==> src/rtl/bfit_pkg.sv <==
// Package for the Bloom filter insert and test block.
// Holds the shared constants, configuration register codes and the status struct.
// Depends on nothing.
package bfit_pkg;

	// Width of the hash words and of the remainder unit's dividend.
	localparam int DVD_BITS = 64;

	// The bit store is organised in rows of 64 bits.
	localparam int ROW_BITS  = 64;
	localparam int ROW_SHIFT = 6;

	// Configuration port shape.
	localparam int CFG_INDEX_BITS = 2;
	localparam int CFG_DATA_BITS  = 17;

	// Configuration register indexes.
	localparam logic [CFG_INDEX_BITS-1:0] CFG_HASH_COUNT = 2'd0;
	localparam logic [CFG_INDEX_BITS-1:0] CFG_LOG2_BITS  = 2'd1;
	localparam logic [CFG_INDEX_BITS-1:0] CFG_TOTAL_BITS = 2'd2;

	// Register widths and reset values.
	localparam int HASH_COUNT_BITS = 6;
	localparam int LOG2_BITS_BITS  = 5;
	localparam logic [HASH_COUNT_BITS-1:0] HASH_COUNT_RST = 6'd7;
	localparam logic [LOG2_BITS_BITS-1:0]  LOG2_BITS_RST  = 5'd16;
	localparam logic [CFG_DATA_BITS-1:0]   TOTAL_BITS_RST = 17'd65536;

	// Status of the remainder unit as seen by the sequencer.
	typedef struct packed {
		logic busy;
		logic done;
	} div_stat_t;

endpackage

==> src/rtl/bfit_divider.sv <==
// Iterative remainder unit: reduces a 64-bit value modulo a divisor, one bit a cycle.
// Uses bfit_pkg for the dividend width and the status struct.
module bfit_divider
	import bfit_pkg::*;
#(
	parameter int DW = 25
) (
	input  logic                clk,
	input  logic                arst_n,
	input  logic                start,
	input  logic [DVD_BITS-1:0] dividend,
	input  logic [DW-1:0]       divisor,
	output div_stat_t           stat,
	output logic [DW-1:0]       rem
);

	localparam int CNT_BITS = $clog2(DVD_BITS + 1);

	logic                busy_q;
	logic                done_q;
	logic [CNT_BITS-1:0] cnt_q;
	logic [DVD_BITS-1:0] dvd_q;
	logic [DW-1:0]       dvs_q;
	logic [DW-1:0]       rem_q;
	logic [DW:0]         rem_shift;
	logic                rem_ge;
	logic [DW-1:0]       rem_next;

	// One restoring step: bring in the next dividend bit and subtract if it fits.
	always_comb begin
		rem_shift = {rem_q, dvd_q[DVD_BITS-1]};
		rem_ge    = rem_shift >= {1'b0, dvs_q};
		if (rem_ge) begin
			rem_next = DW'(rem_shift - {1'b0, dvs_q});
		end else begin
			rem_next = rem_shift[DW-1:0];
		end
	end

	// Step counter and status.
	always_ff @(posedge clk or negedge arst_n) begin
		if (!arst_n) begin
			busy_q <= 1'b0;
			done_q <= 1'b0;
			cnt_q  <= '0;
		end else if (start) begin
			busy_q <= 1'b1;
			done_q <= 1'b0;
			cnt_q  <= CNT_BITS'(DVD_BITS);
		end else if (busy_q) begin
			cnt_q <= cnt_q - 1'b1;
			if (cnt_q == CNT_BITS'(1)) begin
				busy_q <= 1'b0;
				done_q <= 1'b1;
			end
		end else begin
			done_q <= 1'b0;
		end
	end

	// Operand and partial remainder registers.
	always_ff @(posedge clk) begin
		if (start) begin
			dvd_q <= dividend;
			dvs_q <= divisor;
			rem_q <= '0;
		end else if (busy_q) begin
			dvd_q <= dvd_q << 1;
			rem_q <= rem_next;
		end
	end

	assign stat.busy = busy_q;
	assign stat.done = done_q;
	assign rem       = rem_q;

endmodule

==> config.mk <==
export PLATFORM = sky130hd
export DESIGN_NAME = bfit_divider
export DESIGN_NICKNAME = d
export VERILOG_FILES = /design/src/rtl/bfit_pkg.sv /design/src/rtl/bfit_divider.sv
export SDC_FILE = /design/constraint.sdc
export NUM_CORES = 1
export LEC_CHECK = 0
export BUFFER_PORTS_ARGS = -buffer_cell sky130_fd_sc_hd__clkbuf_2
export CORE_MARGIN = 1.5
export CORE_UTILIZATION = 30
export CTS_CLUSTER_SIZE = 30
export DETAILED_ROUTE_END_ITERATION = 8
export HOLD_SLACK_MARGIN = 0.03
export SLEW_MARGIN = 20
export SYNTH_ARGS = -nofsm -noshare
export SYNTH_HDL_FRONTEND = slang
export SYNTH_SLANG_ARGS = --single-unit
==> constraint.sdc <==
create_clock -name clk -period 3.2 [get_ports clk]
set_input_delay 0.64 -clock clk [delete_from_list [all_inputs] [get_ports clk]]
set_output_delay 0.64 -clock clk [all_outputs]
set_load 0.1 [all_outputs]
* Yosys cells after proc, flatten, opt, wreduce, memory -nomap -nowiden
Index checks and enable logic that the tools add are counted.
** Storage, ports and cells
- Output and inout bits :: 27
- Register bits :: 123
- Word-level logic and storage cells :: 23
** Cells by class
- Add/sub/neg operators :: 2
- Reductions and logical operators :: 1
- Muxes and demuxes :: 11
- $lt $le $gt $ge :: 1
- Equal/unequal tests :: 2
** Operators by type and width (count)
- $mux 64 :: 2
- $ge 26x25->1 :: 1
- $mux 25 :: 1
- $sub 25x25->25 :: 1
- $mux 7 :: 2
- $eq 7x1->1 const B :: 1
- $sub 7x1->7 const B :: 1
- $mux 1 :: 6
- $ne 3x2->1 const B :: 1
- $reduce_bool 2->1 :: 1

* Logic depth before layout (Yosys ltp)
- Word-level depth :: 4
- Depth in mapped cells :: 13
- Depth with buffers taken out :: 12

* Worst setup path before layout
Ideal clock, no wire load.
- Path kind :: reg-to-reg
- Start :: reg rem_q[18] (netlist: rem[18])
- End :: reg rem_q[13] (netlist: rem[13])
- Arrival time :: 2.994 ns
- Path buffers :: 2
- Required time :: 3.120 ns
- Cell stages (with the launch flop) :: 11
- Setup time :: 0.080 ns
- Setup slack :: 0.126 ns
- Clock period less this slack :: 3.074 ns
- Cell sequence :: dfxtp_1 -> ha_1 -> buf_4 -> a21o_1 -> a211o_1 -> a21oi_1 -> nand4_1 -> o21ai_2 -> buf_2 -> a21oi_1 -> a211oi_2
** Between the ends
- Longest elaborated chain between the ends :: 2
** Ends and longest elaborated chain
- start, declared :: line bfit_divider.sv:24 : logic [DW-1:0] rem_q;
- start signal, assigned :: line bfit_divider.sv:69 : rem_q <= rem_next;
- $ge 26x25->1 :: line bfit_divider.sv:32 : rem_ge = rem_shift >= {1'b0, dvs_q};
- $mux 25 :: line bfit_divider.sv:33 : if (rem_ge) begin
No other way between the ends.
A chain may end at the register's enable or synchronous reset.

* Final worst setup path
- Start :: reg dvd_q[63]
- End :: reg rem_q[9] (netlist: rem[9])
** Between the ends
- Longest elaborated chain between the ends :: 2
** Ends and longest elaborated chain
- start, declared :: line bfit_divider.sv:22 : logic [DVD_BITS-1:0] dvd_q;
- start signal, assigned :: line bfit_divider.sv:64 : dvd_q <= dividend;
- start signal, assigned :: line bfit_divider.sv:68 : dvd_q <= dvd_q << 1;
- $sub 25x25->25 or $ge 26x25->1 (tied branches) :: line bfit_divider.sv:34, bfit_divider.sv:32
- $mux 25 * :: line bfit_divider.sv:33
Every way passes the cells marked *; elsewhere a longest branch is shown, timed or not.

==> impl_summary.md <==
Detailed routing
For this run, design rule violations remaining after detail routing come to 0. The number of iterations in the first detailed-routing pass is 4. The vias after detailed routing is roughly 4,600. The count of nets left with antenna violations once routing finished came out at 0. After detailed routing, the total wire length is ~15 mm. Dividing the detail-routed wire length by the instance count gives 15.4 µm. The detailed router finished its first iteration with 298 violations. The per-cell via count in the routed design is 4.75.

Critical path
The count of cells along the worst register-to-register path is 13. The worst register-to-register path ends at rem[9]. The highest-delay cell along the critical path is sky130_fd_sc_hd__fa_1. The critical path endpoint category is a flip-flop.

By instance count, the cell type seen most on the critical path is sky130_fd_sc_hd__inv_1. Traced cell by cell, the critical path runs through inv_1 > ha_1 > inv_1 > fa_1 > a211oi_1 > o211ai_1 > a31oi_2 > o221ai_1 > o21ai_2 > buf_6 > nand2_1 > o22ai_1 > nor3_1. Of all nets on the critical path, the largest fanout is 22. The startpoint identified for the worst register-to-register timing path is dvd_q[63].

Data on the critical path arrives at its endpoint at about 3.2 ns. The setup slack of the most critical reg-to-reg path is ~0.25 ns. The worst setup path is launched from a flip-flop. The peak per-stage delay on the critical path is 0.42 ns. The critical path class is flip-flop to flip-flop. At the worst endpoint, the required time is 3.48 ns.

Final layout
The most common library cell in the layout ignoring fill and taps is sky130_fd_sc_hd__clkbuf_2. The layout-stage area growth over the synthesis result is 22.4%. The share of the core filled with cells is between 30 and 40%. The number of antenna repair diodes is 0. The number of nets in the layout is 793. The top cell types in the final layout, fill and taps aside, are 117 x sky130_fd_sc_hd__clkbuf_2, 89 x sky130_fd_sc_hd__edfxtp_1, 63 x sky130_fd_sc_hd__mux2_2. The filler cells instantiated in the layout total 2,119.

The fraction of layout instances using a drive strength above 1 is 34.5%.

Yosys
After Yosys synthesis, full adders, half adders and majority gates account for between 5 and 6% of the synthesized area. The number of enable-type register cells in the synthesized netlist is 89. The simple-gate share of the synthesized area is 10.3%. The async set-reset flop share out of synthesis is approximately 7.3%. The share of Yosys cell area claimed by the top area cell type is around two fifths.

The synthesized design spends more area on one cell type than any other, namely sky130_fd_sc_hd__edfxtp_1. After synthesis, the largest family of logic cells by area is multiplexers. The portion of netlist area occupied by mux cells is 12.3%. The number of different library cells used by synthesis comes to between 60 and 70. Summing the areas of all xor and xnor instances in the mapped netlist gives under 10% of the synthesized area. The total standard cell area after synthesis is 0.00648 mm². The cell count after synthesis came out at 557.

After synthesis the netlist holds a flip-flop and latch count of approximately 120. The synthesized netlist devotes 11.7% of its cell area to compound gates. Ranked by total cell area, the synthesized netlist is headed by sky130_fd_sc_hd__edfxtp_1 41%, sky130_fd_sc_hd__mux2_2 11%, sky130_fd_sc_hd__dfxtp_1 7.7%.

The post-synth net total is 677. The most used flip-flop cell after synthesis is sky130_fd_sc_hd__edfxtp_1. Summing the sequential cell areas from Yosys gives 52.5% of the chip area. The number of warnings reported in the yosys synthesis log is 0. The average cell area after synthesis is 11.6 µm².

Power and ir drop
The power density over the cells is slightly above 600 mW/mm². The leakage power of the design is 3.42 nW. Summing internal, switching and leakage power gives 4.84 mW. The worst-case IR drop observed on VDD is about 380 µV.

Floorplanning
The floorplan has 53 rows. The floorplan step set the die height to about 150 µm. The die width is about 150 µm. The die covers roughly 0.022 mm².

The total I/O pin count is 119. The effective utilization at floorplan is 30.7%. In this run the standard cell core region covers ~0.021 mm².

Global routing
met2 is the most crowded layer. For met3 alone, demand over resource in global routing was 5.95%. For this run the aggregate overflow at the end of global routing stands at 0.

The number of global-route vias before repair is around 4,500. The met1 demand-to-capacity share in global routing is between 10% and 20%. Across every metal layer, demand over resource in global routing totals around 14%. In the global route stage, met2 resource usage came out at 20.9%. The initial antenna violation count was 1. The first global-routing pass estimated approximately 24 mm of wire. The pin count of the biggest net entering global routing is 91.

CTS
The longest clock path from root to sink contains 2 buffers. The tree built by TritonCTS fans out to ~120 sinks. The total CTS buffers is 17. The clock latency on the worst-skew pair is about 0.43 ns. The maximum level of the CTS H-tree is 4.

Clock-pin slew was measured on the worst setup and hold paths at 0.06 ns. TritonCTS built the clock tree. After clock tree synthesis, the flow added hold-fix buffers numbering 0. In this run the clock root is driven by a sky130_fd_sc_hd__clkbuf_16. The post-CTS setup-driven buffer insertion count is 0.

STA
The slew at the pin with the worst max-slew slack is 0.852 ns. Setup violations remaining at the end of the flow were counted as 0. Setup total negative slack on the finished layout was measured at 0 ns. Setup repair after global routing left no endpoint under its margin. The highest achievable clock rate is about 0.34 GHz. The final-report max-slew violation count is 0. The final critical path takes up roughly 92% of the cycle.

The setup skew after layout is between 0.009 and 0.01 ns. The number of hold violations in the final report is 0. In the post-route analysis, the smallest setup slack over all paths is approximately 0.25 ns. The final period demand of the worst path is 2.95 ns.

The worst pin sits at a relative slew slack of 43.2%.

Place
Routability-driven placement finished with a final weighted congestion of 0.855. Timing analysis after detailed placement gives a worst setup slack of 0.209 ns. The total of buffers placed on input and output ports is about 120. The HPWL after detailed placement is 10.3 mm.

Outcome
The flow ran to the end, and the final reports show no timing, DRC or antenna violations.

Flow run
The number of max-cap violations is 0.

Hold path
The worst hold path belongs to the class input port to async pin.
[routing by layer]
metal	share of wire (%)	up-vias
met3	7.9	27
li1	-	2286
met4	2.3	2
met2	44	116
met1	45	2130
met5	0.11	-
[timing repair]
action	CTS	global route
resized for setup	0	3
hold endpoints to repair	0	0
setup endpoints to repair	0	11
[cell usage after synthesis, types with 2 or more instances]
cell and n:
sky130_fd_sc_hd__a211o_1 2, sky130_fd_sc_hd__a211oi_1 17, sky130_fd_sc_hd__a211oi_2 2, sky130_fd_sc_hd__a21o_1 4, sky130_fd_sc_hd__a21oi_1 33, sky130_fd_sc_hd__a311oi_1 2, sky130_fd_sc_hd__a31oi_1 8, sky130_fd_sc_hd__a32oi_1 2
sky130_fd_sc_hd__and2_1 3, sky130_fd_sc_hd__buf_1 6, sky130_fd_sc_hd__buf_2 5, sky130_fd_sc_hd__buf_4 5, sky130_fd_sc_hd__buf_6 3, sky130_fd_sc_hd__clkbuf_1 12, sky130_fd_sc_hd__dfrtp_1 9, sky130_fd_sc_hd__dfxtp_1 25
sky130_fd_sc_hd__edfxtp_1 89, sky130_fd_sc_hd__ha_1 27, sky130_fd_sc_hd__inv_1 33, sky130_fd_sc_hd__mux2_2 63, sky130_fd_sc_hd__mux2i_1 9, sky130_fd_sc_hd__nand2_1 35, sky130_fd_sc_hd__nand2_2 2, sky130_fd_sc_hd__nand2b_1 3
sky130_fd_sc_hd__nand3_1 5, sky130_fd_sc_hd__nand4_1 6, sky130_fd_sc_hd__nand4b_4 2, sky130_fd_sc_hd__nor2_1 42, sky130_fd_sc_hd__nor2b_1 3, sky130_fd_sc_hd__nor3_1 8, sky130_fd_sc_hd__nor3b_1 2, sky130_fd_sc_hd__nor4_1 2
sky130_fd_sc_hd__o211ai_1 2, sky130_fd_sc_hd__o21a_1 5, sky130_fd_sc_hd__o21ai_0 21, sky130_fd_sc_hd__o21ai_1 5, sky130_fd_sc_hd__o21bai_1 3, sky130_fd_sc_hd__o221ai_1 2, sky130_fd_sc_hd__o31ai_1 3, sky130_fd_sc_hd__or3_1 3
sky130_fd_sc_hd__xnor2_1 12, sky130_fd_sc_hd__xor2_1 12
[how the worst max path moves through the flow]
stage,from,end,slack (ns),cells after the start
global placement,dvd_q[63],rem[23],0.26,12
global route,dvd_q[63],rem[23],0.01,12
CTS,dvd_q[63],rem[9],0.17,13
finish,dvd_q[63],rem[9],0.25,13
floorplan,rem[18],rem[13],0.13,10
detailed placement,dvd_q[63],rem[9],0.21,13
[flip-flops by register name, summed over array words and instances, names as in the netlist]
signal	count
busy_q	1
cnt_q	7
done_q	1
dvd_q	64
dvs_q	25
rem	25
[logic make-up (layout without fill, tap and decap cells)]
| group | count (synthesis) | in the layout |
|---|---|---|
| xor+xnor | 24 | 24 |
| flops | 123 | 123 |
| mux | 72 | 72 |
| buf+inv | 64 | 193 |
| simple gates | 128 | 128 |
| fa+ha+maj | 28 | 28 |
| compound gates | 118 | 118 |
[cell type report]
class / count / area (µm²) / share of cell area [%]
flip-flops and latches: 123 / 3400 / 42.9
inverters: 33 / 124 / 1.56
clock inverters: 15 / 151 / 1.91
multi-input cells: 370 / 2800 / 35.3
well taps: 275 / 344 / 4.34
repair buffers: 128 / 688 / 8.68
clock buffers: 17 / 425 / 5.36
[per-stage QoR]
stage | area [µm²] | std cells | hold WS [ns]
final | 7930 | 961 | 0.0721
after global routing | 7930 | 961 | 0.0712
after CTS | 7920 | 961 | 0.0626
after detailed placement | 7340 | 929 | 0.488
after global placement | 7340 | 929 | 0.482
after floorplan | 6480 | 557 | 0.344
[report_power, final]
part           leakage (nW)  switching, mW  internal [mW]
clock                 0.282          0.808           1.10
combinational          1.90          0.563          0.355
sequential             1.24         0.0895           1.93
total                  3.42           1.46           3.38
[worst max-delay path, delay by kind of cell (launching register included)]
| family | cells | cell delay [ns] |
|---|---|---|
| adders and majority gates | 2 | 0.59 |
| AOI/OAI and AO/OA | 6 | 1.33 |
| DFF | 1 | 0.35 |
| buffers and inverters | 3 | 0.38 |
| and+or+nand+nor | 2 | 0.16 |
Note: power is estimated with default switching activity, not from simulation.
